--- config.mk ---
export PLATFORM = sky130hd
export DESIGN_NAME = quadrant_swap_address_remap_core
export DESIGN_NICKNAME = d
export VERILOG_FILES = /design/src/design/qsar_pkg.sv /design/src/design/qsar_cfg_regs.sv /design/src/design/qsar_axis_bound.sv /design/src/design/qsar_axis_split.sv /design/src/design/quadrant_swap_address_remap_core.sv
export VERILOG_INCLUDE_DIRS = /design/src /design/src/design
export SDC_FILE = /design/constraint.sdc
export NUM_CORES = 1
export LEC_CHECK = 0
export ABC_AREA = 1
export BUFFER_PORTS_ARGS = -buffer_cell sky130_fd_sc_hd__clkbuf_2
export CAP_MARGIN = 40
export CORE_UTILIZATION = 40
export CTS_BUF_LIST = sky130_fd_sc_hd__clkbuf_8
export DETAILED_ROUTE_END_ITERATION = 16
export HOLD_SLACK_MARGIN = 0.05
export PLACE_DENSITY_LB_ADDON = 0.25
export SETUP_SLACK_MARGIN = 0.1
export SLEW_MARGIN = 20
export SYNTH_ARGS = -nofsm -noshare
export SYNTH_HDL_FRONTEND = slang
export SYNTH_SLANG_ARGS = --single-unit
export TNS_END_PERCENT = 1
--- constraint.sdc ---
create_clock -name clk -period 4.5 [get_ports clk]
set_input_delay 0 -clock clk [delete_from_list [all_inputs] [get_ports clk]]
set_output_delay 0 -clock clk [all_outputs]
set_load 0.005 [all_outputs]
--- src/design/quadrant_swap_address_remap_core_macros.svh ---
// ----------------------------------------------------------------------------
// Assertion macros for the quadrant swap address remap core
// Immediate-implication and next-cycle-implication property shorthands.
// ----------------------------------------------------------------------------
`ifndef QUADRANT_SWAP_ADDRESS_REMAP_CORE_MACROS_SVH
`define QUADRANT_SWAP_ADDRESS_REMAP_CORE_MACROS_SVH

// same-cycle implication, disabled while reset is asserted
`define QSAR_ASSERT_IMP(label, clk, rst_n, ante, cons) \
	label: assert property (@(posedge clk) disable iff (!(rst_n)) (ante) |-> (cons)) \
		else $error("qsar: same-cycle check failed");

// next-cycle implication, disabled while reset is asserted
`define QSAR_ASSERT_NXT(label, clk, rst_n, ante, cons) \
	label: assert property (@(posedge clk) disable iff (!(rst_n)) (ante) |=> (cons)) \
		else $error("qsar: next-cycle check failed");

`endif

--- src/design/qsar_pkg.sv ---
// ----------------------------------------------------------------------------
// qsar_pkg
// Shared widths, register codes, config bundle and quadrant helpers.
// ----------------------------------------------------------------------------
`timescale 1ns / 1ps
`default_nettype none

package qsar_pkg;

	localparam int PIX_W       = 12;
	localparam int CORNER_W    = 14;
	localparam int DIM_W       = 13;
	localparam int MODE_W      = 2;
	localparam int COORD_W     = CORNER_W + 1;
	localparam int CFG_IDX_W   = 3;
	localparam int CFG_DATA_W  = 14;
	localparam int IN_TDATA_W  = 24;
	localparam int OUT_TDATA_W = 32;
	localparam int MAX_DIM_DEF = 4096;
	localparam int DIM_RESET   = 4096;

	typedef logic signed [COORD_W-1:0] coord_t;
	typedef logic [1:0] quad_t;

	typedef enum logic [CFG_IDX_W-1:0] {
		REG_CORNER_A_X = 3'd0,
		REG_CORNER_A_Y = 3'd1,
		REG_CORNER_B_X = 3'd2,
		REG_CORNER_B_Y = 3'd3,
		REG_IMAGE_W    = 3'd4,
		REG_IMAGE_H    = 3'd5,
		REG_SWAP_MODE  = 3'd6
	} cfg_index_e;

	typedef enum logic [MODE_W-1:0] {
		SWAP_CW   = 2'd0,
		SWAP_ACW  = 2'd1,
		SWAP_DIAG = 2'd2
	} swap_mode_e;

	localparam quad_t Q_TL = 2'd0;
	localparam quad_t Q_TR = 2'd1;
	localparam quad_t Q_BL = 2'd2;
	localparam quad_t Q_BR = 2'd3;

	typedef struct packed {
		logic signed [CORNER_W-1:0] corner_a_x;
		logic signed [CORNER_W-1:0] corner_a_y;
		logic signed [CORNER_W-1:0] corner_b_x;
		logic signed [CORNER_W-1:0] corner_b_y;
		logic [DIM_W-1:0]           image_width;
		logic [DIM_W-1:0]           image_height;
		logic [MODE_W-1:0]          swap_mode;
	} cfg_t;

	function automatic coord_t clamp_coord(coord_t v, coord_t dim);
		coord_t r;
		if (v < 0) begin
			r = '0;
		end else if (v >= dim) begin
			r = dim - coord_t'(1);
		end else begin
			r = v;
		end
		return r;
	endfunction

	// quadrant that destination quadrant dq reads from
	function automatic quad_t src_quad(logic [MODE_W-1:0] mode, quad_t dq);
		quad_t r;
		r = ~dq;
		if (mode == SWAP_CW) begin
			unique case (dq)
				Q_TL: r = Q_BL;
				Q_TR: r = Q_TL;
				Q_BL: r = Q_BR;
				default: r = Q_TR;
			endcase
		end else if (mode == SWAP_ACW) begin
			unique case (dq)
				Q_TL: r = Q_TR;
				Q_TR: r = Q_BR;
				Q_BL: r = Q_TL;
				default: r = Q_BL;
			endcase
		end
		return r;
	endfunction

endpackage

`default_nettype wire

--- src/design/qsar_cfg_regs.sv ---
// ----------------------------------------------------------------------------
// qsar_cfg_regs
// Write-only configuration register file.
// ----------------------------------------------------------------------------
`timescale 1ns / 1ps
`default_nettype none

module qsar_cfg_regs
	import qsar_pkg::*;
(
	input  wire logic                  clk,
	input  wire logic                  arst_n,
	input  wire logic                  cfg_wr_en,
	input  wire logic [CFG_IDX_W-1:0]  cfg_index,
	input  wire logic [CFG_DATA_W-1:0] cfg_data,
	output cfg_t                       cfg
);

	cfg_t cfg_q;

	always_ff @(posedge clk or negedge arst_n) begin
		if (!arst_n) begin
			cfg_q.corner_a_x   <= '0;
			cfg_q.corner_a_y   <= '0;
			cfg_q.corner_b_x   <= '0;
			cfg_q.corner_b_y   <= '0;
			cfg_q.image_width  <= DIM_W'(DIM_RESET);
			cfg_q.image_height <= DIM_W'(DIM_RESET);
			cfg_q.swap_mode    <= SWAP_CW;
		end else if (cfg_wr_en) begin
			unique case (cfg_index)
				REG_CORNER_A_X: cfg_q.corner_a_x   <= cfg_data[CORNER_W-1:0];
				REG_CORNER_A_Y: cfg_q.corner_a_y   <= cfg_data[CORNER_W-1:0];
				REG_CORNER_B_X: cfg_q.corner_b_x   <= cfg_data[CORNER_W-1:0];
				REG_CORNER_B_Y: cfg_q.corner_b_y   <= cfg_data[CORNER_W-1:0];
				REG_IMAGE_W:    cfg_q.image_width  <= cfg_data[DIM_W-1:0];
				REG_IMAGE_H:    cfg_q.image_height <= cfg_data[DIM_W-1:0];
				REG_SWAP_MODE:  cfg_q.swap_mode    <= cfg_data[MODE_W-1:0];
				default: ;
			endcase
		end
	end

	assign cfg = cfg_q;

endmodule

`default_nettype wire

--- src/design/qsar_axis_bound.sv ---
// ----------------------------------------------------------------------------
// qsar_axis_bound
// One axis: limit image size, clamp both corners, trim the far corner odd.
// ----------------------------------------------------------------------------
`timescale 1ns / 1ps
`default_nettype none

module qsar_axis_bound
	import qsar_pkg::*;
#(
	parameter int MAX_DIM = MAX_DIM_DEF
) (
	input  wire logic signed [CORNER_W-1:0] corner_a,
	input  wire logic signed [CORNER_W-1:0] corner_b,
	input  wire logic [DIM_W-1:0]           dim_raw,
	output coord_t                          lo,
	output coord_t                          hi
);

	localparam int DIM_CODE_MAX = (1 << DIM_W) - 1;
	localparam int DIM_CAP      = (MAX_DIM > DIM_CODE_MAX) ? DIM_CODE_MAX : MAX_DIM;
	localparam logic [DIM_W-1:0] DIM_CAP_C = DIM_W'(DIM_CAP);

	logic [DIM_W-1:0] dim;
	coord_t           dim_s;
	coord_t           a_c;
	coord_t           b_c;

	always_comb begin
		if (dim_raw == '0) begin
			dim = DIM_W'(1);
		end else if (dim_raw > DIM_CAP_C) begin
			dim = DIM_CAP_C;
		end else begin
			dim = dim_raw;
		end
	end

	assign dim_s = $signed({2'b00, dim});
	assign a_c   = clamp_coord($signed({corner_a[CORNER_W-1], corner_a}), dim_s);
	assign b_c   = clamp_coord($signed({corner_b[CORNER_W-1], corner_b}), dim_s);

	// span even when the corners share parity: pull the far corner back one
	assign lo = a_c;
	assign hi = (a_c[0] == b_c[0]) ? (b_c - coord_t'(1)) : b_c;

endmodule

`default_nettype wire

--- src/design/qsar_axis_split.sv ---
// ----------------------------------------------------------------------------
// qsar_axis_split
// One axis: span check, quadrant midpoint, pixel range and half select.
// ----------------------------------------------------------------------------
`timescale 1ns / 1ps
`default_nettype none

module qsar_axis_split
	import qsar_pkg::*;
(
	input  wire coord_t             lo,
	input  wire coord_t             hi,
	input  wire logic [PIX_W-1:0]   pix,
	output logic                    span_ok,
	output logic                    in_span,
	output logic                    upper,
	output coord_t                  mid
);

	coord_t                   span;
	coord_t                   pix_s;
	logic signed [COORD_W:0]  sum;

	assign span    = hi - lo;
	// span is odd here, so quadrant size >= 2 means span >= 3
	assign span_ok = (span >= coord_t'(3));

	// mid = lo + span/2 + 1 = (lo + hi + 1) / 2 for odd span
	assign sum = {lo[COORD_W-1], lo} + {hi[COORD_W-1], hi} + (COORD_W+1)'(1);
	assign mid = sum[COORD_W:1];

	assign pix_s   = $signed({{(COORD_W-PIX_W){1'b0}}, pix});
	assign in_span = (pix_s >= lo) && (pix_s <= hi);
	assign upper   = (pix_s >= mid);

endmodule

`default_nettype wire

--- src/design/quadrant_swap_address_remap_core.sv ---
// ----------------------------------------------------------------------------
// quadrant_swap_address_remap_core
// Maps a destination pixel to the source pixel of a quadrant exchange.
//
//   channel   dir  handshake                 payload
//   s_axis    in   tvalid/tready             pixel_x, pixel_y
//   m_axis    out  tvalid/tready             source_x, source_y, in_area, area_ok
//   cfg       in   cfg_wr_en (no wait)       cfg_index, cfg_data
//
// One coordinate per clock while m_axis is not stalled; the s_axis transfer reaches
// m_axis through the input / bound / split / output registers.
// Reset clears all stage valids and loads register defaults.
// A stall on m_axis holds the output; the stages behind it keep filling and
// s_axis_tready drops only when all four are occupied.
// ----------------------------------------------------------------------------
`timescale 1ns / 1ps
`default_nettype none

`include "quadrant_swap_address_remap_core_macros.svh"

module quadrant_swap_address_remap_core
	import qsar_pkg::*;
#(
	parameter int MAX_DIM = MAX_DIM_DEF
) (
	input  wire logic                   clk,
	input  wire logic                   arst_n,
	input  wire logic                   cfg_wr_en,
	input  wire logic [CFG_IDX_W-1:0]   cfg_index,
	input  wire logic [CFG_DATA_W-1:0]  cfg_data,
	input  wire logic                   s_axis_tvalid,
	output logic                        s_axis_tready,
	// [11:0] pixel_x, [23:12] pixel_y
	input  wire logic [IN_TDATA_W-1:0]  s_axis_tdata,
	output logic                        m_axis_tvalid,
	input  wire logic                   m_axis_tready,
	// [11:0] source_x, [23:12] source_y, [24] in_area, [25] area_ok, rest zero
	output logic [OUT_TDATA_W-1:0]      m_axis_tdata
);

	cfg_t cfg;

	qsar_cfg_regs u_cfg (
		.clk       (clk),
		.arst_n    (arst_n),
		.cfg_wr_en (cfg_wr_en),
		.cfg_index (cfg_index),
		.cfg_data  (cfg_data),
		.cfg       (cfg)
	);

	// stage control
	logic valid_s1, valid_s2, valid_s3, valid_s4;
	logic en_s1, en_s2, en_s3, en_s4;

	assign en_s4 = !valid_s4 || m_axis_tready;
	assign en_s3 = !valid_s3 || en_s4;
	assign en_s2 = !valid_s2 || en_s3;
	assign en_s1 = !valid_s1 || en_s2;
	assign s_axis_tready = en_s1;

	always_ff @(posedge clk or negedge arst_n) begin
		if (!arst_n) begin
			valid_s1 <= 1'b0;
			valid_s2 <= 1'b0;
			valid_s3 <= 1'b0;
			valid_s4 <= 1'b0;
		end else begin
			if (en_s1) valid_s1 <= s_axis_tvalid;
			if (en_s2) valid_s2 <= valid_s1;
			if (en_s3) valid_s3 <= valid_s2;
			if (en_s4) valid_s4 <= valid_s3;
		end
	end

	// stage 1: input register
	logic [PIX_W-1:0] px_s1, py_s1;

	always_ff @(posedge clk) begin
		if (en_s1) begin
			px_s1 <= s_axis_tdata[PIX_W-1:0];
			py_s1 <= s_axis_tdata[2*PIX_W-1:PIX_W];
		end
	end

	// stage 1 -> 2: clamp and trim the area
	coord_t lo_x, hi_x, lo_y, hi_y;

	qsar_axis_bound #(.MAX_DIM(MAX_DIM)) u_bound_x (
		.corner_a (cfg.corner_a_x),
		.corner_b (cfg.corner_b_x),
		.dim_raw  (cfg.image_width),
		.lo       (lo_x),
		.hi       (hi_x)
	);

	qsar_axis_bound #(.MAX_DIM(MAX_DIM)) u_bound_y (
		.corner_a (cfg.corner_a_y),
		.corner_b (cfg.corner_b_y),
		.dim_raw  (cfg.image_height),
		.lo       (lo_y),
		.hi       (hi_y)
	);

	logic [PIX_W-1:0] px_s2, py_s2;
	coord_t           lo_x_s2, hi_x_s2, lo_y_s2, hi_y_s2;

	always_ff @(posedge clk) begin
		if (en_s2) begin
			px_s2   <= px_s1;
			py_s2   <= py_s1;
			lo_x_s2 <= lo_x;
			hi_x_s2 <= hi_x;
			lo_y_s2 <= lo_y;
			hi_y_s2 <= hi_y;
		end
	end

	// stage 2 -> 3: quadrant split and containment
	logic   ok_x, ok_y, in_x, in_y, up_x, up_y;
	coord_t mid_x, mid_y;

	qsar_axis_split u_split_x (
		.lo      (lo_x_s2),
		.hi      (hi_x_s2),
		.pix     (px_s2),
		.span_ok (ok_x),
		.in_span (in_x),
		.upper   (up_x),
		.mid     (mid_x)
	);

	qsar_axis_split u_split_y (
		.lo      (lo_y_s2),
		.hi      (hi_y_s2),
		.pix     (py_s2),
		.span_ok (ok_y),
		.in_span (in_y),
		.upper   (up_y),
		.mid     (mid_y)
	);

	logic [PIX_W-1:0] px_s3, py_s3;
	coord_t           lo_x_s3, mid_x_s3, lo_y_s3, mid_y_s3;
	quad_t            dq_s3;
	logic             ok_s3, inside_s3;

	always_ff @(posedge clk) begin
		if (en_s3) begin
			px_s3     <= px_s2;
			py_s3     <= py_s2;
			lo_x_s3   <= lo_x_s2;
			mid_x_s3  <= mid_x;
			lo_y_s3   <= lo_y_s2;
			mid_y_s3  <= mid_y;
			dq_s3     <= {up_y, up_x};
			ok_s3     <= ok_x && ok_y;
			inside_s3 <= ok_x && ok_y && in_x && in_y;
		end
	end

	// stage 3 -> 4: swap quadrant and rebase offsets
	quad_t  sq;
	coord_t base_x, base_y, org_x, org_y, sx_full, sy_full;

	assign sq     = src_quad(cfg.swap_mode, dq_s3);
	assign base_x = dq_s3[0] ? mid_x_s3 : lo_x_s3;
	assign base_y = dq_s3[1] ? mid_y_s3 : lo_y_s3;
	assign org_x  = sq[0] ? mid_x_s3 : lo_x_s3;
	assign org_y  = sq[1] ? mid_y_s3 : lo_y_s3;
	assign sx_full = $signed({{(COORD_W-PIX_W){1'b0}}, px_s3}) - base_x + org_x;
	assign sy_full = $signed({{(COORD_W-PIX_W){1'b0}}, py_s3}) - base_y + org_y;

	logic [PIX_W-1:0] sx_s4, sy_s4;
	logic             in_area_s4, area_ok_s4;

	always_ff @(posedge clk) begin
		if (en_s4) begin
			sx_s4      <= inside_s3 ? sx_full[PIX_W-1:0] : px_s3;
			sy_s4      <= inside_s3 ? sy_full[PIX_W-1:0] : py_s3;
			in_area_s4 <= inside_s3;
			area_ok_s4 <= ok_s3;
		end
	end

	assign m_axis_tvalid = valid_s4;
	assign m_axis_tdata  = {{(OUT_TDATA_W-2*PIX_W-2){1'b0}}, area_ok_s4, in_area_s4, sy_s4, sx_s4};

	// checks
	`QSAR_ASSERT_IMP(a_inside_needs_ok, clk, arst_n, valid_s4 && in_area_s4, area_ok_s4)
	`QSAR_ASSERT_IMP(a_backpressure_full, clk, arst_n, !s_axis_tready,
		valid_s1 && valid_s2 && valid_s3 && valid_s4 && !m_axis_tready)
	`QSAR_ASSERT_NXT(a_transfer_lands, clk, arst_n, s_axis_tvalid && s_axis_tready, valid_s1)

endmodule

`default_nettype wire
# Word-level counts from Yosys, hierarchy flattened
# Cells that the tools add are included.
op_classes:
  add_sub_neg: 14
  n_lt_le_gt_ge: 18
  n_eq_ne: 11
  muxes: 24
  n_bitwise: 1
  n_reduce_logical: 25
op_table:
  columns: ["cell", "n"]
  rows:
  - ["two-way mux 15 bit", 8]
  - ["two-way mux 12 bit", 6]
  - [">= comparator 13 x 15 -> 1 bit", 4]
  - [">= comparator 14 bit", 4]
  - ["< comparator 14 x 1 -> 1 bit, second input constant", 4]
  - ["two-way mux 13 bit", 4]
  - ["adder 15 x 15 -> 16 bit", 2]
  - ["adder 16 x 1 -> 16 bit, second input constant", 2]
  - [">= comparator 15 x 3 -> 1 bit, second input constant", 2]
  - ["<= comparator 13 x 15 -> 1 bit", 2]
  - ["subtractor 15 bit", 2]
  - ["subtractor 15 x 2 -> 15 bit, second input constant", 2]
  - ["subtractor 13 x 1 -> 14 bit, second input constant", 2]
  - ["> comparator 13 bit, second input constant", 2]
  - ["logical NOT 13 bit", 2]
  - ["adder 12 bit", 2]
  - ["subtractor 12 bit", 2]
  - ["AND reduction 2 bit", 7]
  - ["case mux 2 bit (3 select lines)", 2]
  - ["== test 3 bit, second input constant", 3]
  - ["== test 3 x 2 -> 1 bit, second input constant", 2]
  - ["logical AND 1 bit", 5]
  - ["== test 2 x 1 -> 1 bit, second input constant", 2]
  - ["logical NOT 1 bit", 4]
  - ["other kinds (9)", 16]
word_totals:
  reg_bits: 298
  out_inout_bits: 34

# Depth between registers and ports, before layout
logic_depth:
  word_depth: 8
  ltp_mapped: 28
  mapped_depth_nobuf: 28

# Cells and area by module
# From an unflattened synthesis, not the netlist that was laid out.
hier_totals:
  cells_unflattened: 2816
  hier_area_um2: 22446.5
modules_own_cells:
  columns: ["module", "instances", "cells_each", "area_each_um2", "seq_area_each_um2"]
  rows:
  - ["quadrant_swap_address_remap_core", 1, 754, 9323.9, 6406.1]
  - ["qsar_axis_split", 2, 464, 2756.4, 0.0]
  - ["qsar_cfg_regs", 1, 379, 3357.0, 2104.5]
  - ["qsar_axis_bound (u_bound_x)", 1, 377, 2167.1, 0.0]
  - ["qsar_axis_bound (u_bound_y)", 1, 378, 2085.8, 0.0]

# Worst setup path before layout
# No wires, ideal clock.
synth_path:
  path_kind: "reg2reg"
  from: "register valid_s4, in the netlist m_axis_tvalid"
  to: "register hi_x_s2[0] (enable)"
  setup_time_ns: 0.436
  t_arrival_ns: 4.477
  required_ns: 4.064
  setup_slack_ns: -0.413
  stages_incl_launch_ff: 8
  n_path_buf: 0
  period_less_slack_ns: 4.913
  path_cell_list: "dfrtp_1 > inv_1 > nor2_1 > inv_1 > nor2_1 > inv_1 > nor2_1 > inv_1"
synth_between:
  elab_chain_len: 4
synth_lines:
  columns: ["item", "line_no", "rtl"]
  rows:
  - ["from (decl)", "quadrant_swap_address_remap_core.sv:53", "logic valid_s1, valid_s2, valid_s3, valid_s4;"]
  - ["from (signal assigned)", "quadrant_swap_address_remap_core.sv:72", "if (en_s4) valid_s4 <= valid_s3;"]
  - ["logical NOT 1 bit", "quadrant_swap_address_remap_core.sv:56", "assign en_s4 = !valid_s4 || m_axis_tready;"]
  - ["logical OR 1 bit", "quadrant_swap_address_remap_core.sv:56", null]
  - ["named net en_s4", "quadrant_swap_address_remap_core.sv:54", "logic en_s1, en_s2, en_s3, en_s4;"]
  - ["logical OR 1 bit", "quadrant_swap_address_remap_core.sv:57", "assign en_s3 = !valid_s3 || en_s4;"]
  - ["named net en_s3", "quadrant_swap_address_remap_core.sv:54", null]
  - ["logical OR 1 bit", "quadrant_swap_address_remap_core.sv:58", "assign en_s2 = !valid_s2 || en_s3;"]
  - ["named net en_s2", "quadrant_swap_address_remap_core.sv:54", null]
  - ["to (signal assigned)", "quadrant_swap_address_remap_core.sv:113", "hi_x_s2 <= hi_x;"]
  - ["to (decl)", "quadrant_swap_address_remap_core.sv:106", "coord_t lo_x_s2, hi_x_s2, lo_y_s2, hi_y_s2;"]
# The timed path passes the listed nets, and every way through them passes these cells.
# A chain may end at the register's enable or synchronous reset.

# Worst setup path after layout
layout_path:
  from: "register u_cfg.cfg_q, in the netlist u_cfg.cfg[17]"
  to: "register hi_x_s2[8], data pin"
layout_between:
  elab_chain_len: 8
  word_cells_on_any_way: 14
  classes_between: "2 x add/sub; 3 x order compare; 1 x eq/ne; 7 x mux; 1 x reduce/logical"
layout_lines:
  columns: ["item", "line_no", "rtl"]
  rows:
  - ["from (decl)", "qsar_cfg_regs.sv:19", "cfg_t cfg_q;"]
  - ["> comparator 13 bit", "qsar_axis_bound.sv:32", "end else if (dim_raw > DIM_CAP_C) begin"]
  - ["two-way mux 13 bit", "qsar_axis_bound.sv:32", null]
  - ["two-way mux 13 bit *", "qsar_axis_bound.sv:30", "if (dim_raw == '0) begin"]
  - ["subtractor 13 x 1 -> 14 bit or >= comparator 14 bit (tied branches)", "qsar_pkg.sv:61, qsar_pkg.sv:60", null]
  - ["two-way mux 15 bit", "qsar_pkg.sv:60", "end else if (v >= dim) begin"]
  - ["two-way mux 15 bit or two-way mux 1 bit (tied branches)", "qsar_pkg.sv:58", "if (v < 0) begin"]
  - ["subtractor 15 x 2 -> 15 bit or == test 1 bit (tied branches)", "qsar_axis_bound.sv:45", "assign hi = (a_c[0] == b_c[0]) ? (b_c - coord_t'(1)) : b_c;"]
  - ["two-way mux 15 bit *", "qsar_axis_bound.sv:45", null]
  - ["named net hi_x[8]", "quadrant_swap_address_remap_core.sv:87", "coord_t lo_x, hi_x, lo_y, hi_y;"]
# Mark *: on every way through the listed nets, which the timed path passes. The rest lies on a longest branch.

==> impl_metrics.env <==
export IMPL_routed_via_density=5.06
export IMPL_first_iter_violations=983
export IMPL_synthToLayoutAreaGrowth_pct=13.7
export IMPL_ios=80
export IMPL_die_h_um=229
export IMPL_die_area_um2=52400
export IMPL_grt_max_degree=46
export IMPL_rsz0062_at_grt="false"
export IMPL_grtUsageMet1=0.302
export IMPL_period_minus_slack_ns=4.00
export IMPL_routed_wl_um=57400
export IMPL_r2r_end="hi_x_s2[8]$_DFFE_PP_"
export IMPL_rrSetupSlack_ns=0.50
export IMPL_min_from="s_axis_tdata[6]"
export IMPL_slew_violations=0
export IMPL_yosysTopAreaCellShare=0.303
export IMPL_dp_hpwl_um=45000
export IMPL_finalClockSkew_ns=0.0175
export IMPL_arrival_ns=4.38
export IMPL_synthTopCellsByCount="553 x nand2_1, 376 x inv_1, 225 x o21ai_0, 210 x ha_1, 208 x edfxtp_1"
export IMPL_cts_setup_buffers=0
export IMPL_first_global_vias=16400
export IMPL_nFillCells=4933
export IMPL_synth_seq_cells=296
export IMPL_core_area_um2=50500
export IMPL_synthMostInstantiatedCell="nand2_1"
export IMPL_yosys_top_cells_area="edfxtp_1 30%, ha_1 13%, dfrtp_1 10%"
export IMPL_avgSynthCellArea_um2=8.35
export IMPL_drc=0
export IMPL_synth_edff_count=208
export IMPL_use_met2=0.360
export IMPL_initial_core_util=0.408
export IMPL_insertion_delay_ns=0.64
export IMPL_clockRootBuffer="clkbuf_8"
export IMPL_nNetsFinal=2900
export IMPL_fin_util=0.464
export IMPL_hold_viol_final=0
export IMPL_power_density_nw_per_um2=799
export IMPL_antenna_found_initial=0
export IMPL_layout_drive_gt1_share=0.0816
export IMPL_synth_cells=2466
export IMPL_route_vias_total=16900
export IMPL_critPathRequiredTime_ns=4.88
export IMPL_io_buffer_count=73
export IMPL_yosysSeqAreaShare=0.411
export IMPL_critical_path_peak_fanout=22
export IMPL_cts_tree="yes"
export IMPL_clk_pin_slew_worst_paths_ns=0.06
export IMPL_syn_area_um2=20600
export IMPL_grt_first_pass_wirelength_um=90200
export IMPL_async_reset_ff_frac=0.297
export IMPL_grt_remaining_overflow=0
export IMPL_synthFlopType="edfxtp_1"
export IMPL_finalWeightedCongestion=0.943
export IMPL_synth_top_area_cell="edfxtp_1"
export IMPL_worst_slack_ns=0.499
export IMPL_min_path_type="input port to flip-flop"
export IMPL_whs_path_depth=2
export IMPL_die_w_um=229
export IMPL_numCtsBuffers=51
export IMPL_ys_warnings_count=0
export IMPL_outcome="completed"
export IMPL_grt_busiest_layer="met2"
export IMPL_worstSetupEndpointType="flip-flop"
export IMPL_ctsHoldBuffers=63
export IMPL_r2r_cells=24
export IMPL_min_to="px_s1[6]$_DFFE_PP_"
export IMPL_slew_headroom=0.440
export IMPL_hold_ws_ns=0.0980
export IMPL_drtPass1Iterations=5
export IMPL_p_leak_nw=11.5
export IMPL_ant_nets=0
export IMPL_seq_area_um2=8450
export IMPL_row_count=82
export IMPL_multi_input_area_um2=10400
export IMPL_wl_per_cell_um=17.2
export IMPL_fmax_mhz=250
export IMPL_place_area_um2=21700
export IMPL_setup_violations=0
export IMPL_vdd_ir_drop_max_uv=286
export IMPL_reg2reg_from="u_cfg.cfg[17]$_DFFE_PN0P_"
export IMPL_clockBufferDepth=3
export IMPL_dp_slack_ns=0.533
export IMPL_critPathLaunchType="flip-flop"
export IMPL_path_class="flip-flop to flip-flop"
export IMPL_worstMarginPinSlew_ns=0.838
export IMPL_fin_crit_sh=0.889
export IMPL_grtUsageTotal=0.219
export IMPL_yosysUniqueCellTypes=52
export IMPL_maxCapViolations=0
export IMPL_post_cts_resize_count=0
export IMPL_totalNegativeSetupSlack_ns=0
export IMPL_grtUsageMet3=0.0279
export IMPL_clock_sinks=296
export IMPL_ctsHtreeMaxLevel=2
export IMPL_diodes=0
export IMPL_finish_instance_area_um2=23400
[critical path: stages, from the launching register on]
cell     delay [ns]
dfrtp_1        0.48
or2_0          0.24
nor2_1         0.12
nand2_1        0.09
nand2_2        0.35
nand2_1        0.23
ha_1           0.35
nand2_1        0.05
inv_1          0.06
nand3_1        0.07
nor2_1         0.15
nand2_1        0.08
nand2_1        0.11
nand2_2        0.11
nand2_4        0.18
nand2_1        0.07
nand3_1        0.13
ha_1           0.20
inv_1          0.05
nor2_1         0.13
nand3_2        0.13
nor2_4         0.15
nand2_1        0.06
nand3_1        0.07
nand2_1        0.06
[registers in the layout, indices dropped and copies added (netlist names), 12 cells and up]
register,flops
hi_x_s2,15
hi_y_s2,15
lo_x_s2,14
lo_x_s3,12
lo_y_s2,14
lo_y_s3,12
mid_x_s3,12
mid_y_s3,12
px_s1,12
px_s2,12
px_s3,12
py_s1,12
py_s2,12
py_s3,12
sx_s4,12
sy_s4,12
u_cfg.cfg,84
[cell usage in the layout, fill, tap and decap left out, types with 14 or more instances in the layout]
cell type	Yosys	final
nand4_1	41	41
xnor2_1	16	16
o21ai_0	225	225
o211ai_1	19	19
dlygate4sd3_1	0	62
clkbuf_8	0	57
fa_1	26	26
nor2_1	171	171
nand2_1	553	553
a21oi_1	122	122
dfrtp_1	86	86
nor3_1	22	22
o21bai_1	16	16
buf_4	12	16
inv_1	376	386
edfxtp_1	208	208
ha_1	210	210
nand3_1	137	137
xor2_1	61	61
a31oi_1	14	14
clkbuf_2	0	72
[worst max path at each step]
stage                         startpoint                     to  slack [ns]  depth (start not counted)
2_1_floorplan  m_axis_tvalid$_DFFE_PN0P_   hi_x_s2[0]$_DFFE_PP_        0.24                          7
3_3_place_gp   u_cfg.cfg[17]$_DFFE_PN0P_  hi_x_s2[10]$_DFFE_PP_        0.66                         25
3_5_place_dp   u_cfg.cfg[17]$_DFFE_PN0P_   hi_x_s2[8]$_DFFE_PP_        0.53                         24
4_1_cts        u_cfg.cfg[17]$_DFFE_PN0P_   hi_x_s2[8]$_DFFE_PP_        0.51                         24
5_1_grt        u_cfg.cfg[17]$_DFFE_PN0P_   hi_x_s2[8]$_DFFE_PP_        0.12                         25
6_report       u_cfg.cfg[17]$_DFFE_PN0P_   hi_x_s2[8]$_DFFE_PP_        0.50                         24
[per-stage QoR]
stage / cells / power (W)
floorplan: 2473 / 0.0131
global placement: 3167 / 0.0158
detailed placement: 3171 / 0.0161
CTS: 3328 / 0.0187
global route: 3331 / 0.0206
finish: 3331 / 0.0187
[final cells by class]
class | count | area share
clock buffers | 57 | 0.0335
clock inverters | 37 | 0.0109
inverters | 386 | 0.0623
multi-input cells | 1725 | 0.443
flip-flops and latches | 296 | 0.361
well taps | 672 | 0.0359
repair buffers | 158 | 0.0537
[metal layers]
| metal | routed length [um] | vias up |
|---|---|---|
| met5 | 0 | - |
| met1 | 27400 | 7910 |
| met4 | 1400 | 0 |
| met3 | 2280 | 85 |
| met2 | 26300 | 354 |
| li1 | - | 8509 |
[report_power, final]
part / internal, W / total [W] / leakage, nW / switching (W)
Clock: 0.00134 / 0.00251 / 0.571 / 0.00117
Combinational: 0.00422 / 0.0114 / 7.66 / 0.00718
Sequential: 0.00407 / 0.00479 / 3.25 / 0.000713
Total: 0.00964 / 0.0187 / 11.5 / 0.00906
[cells by family after synthesis]
kind of cell | synth area share
AOI/OAI and AO/OA | 0.116
xor gates and xnor gates | 0.0328
adders and majority gates | 0.153
buffers and inverters | 0.0871
DFF | 0.411
muxes | 0.000973
other | 0.000182
and+or+nand+nor | 0.200
No activity file was read; power rests on OpenSTA's default activity.
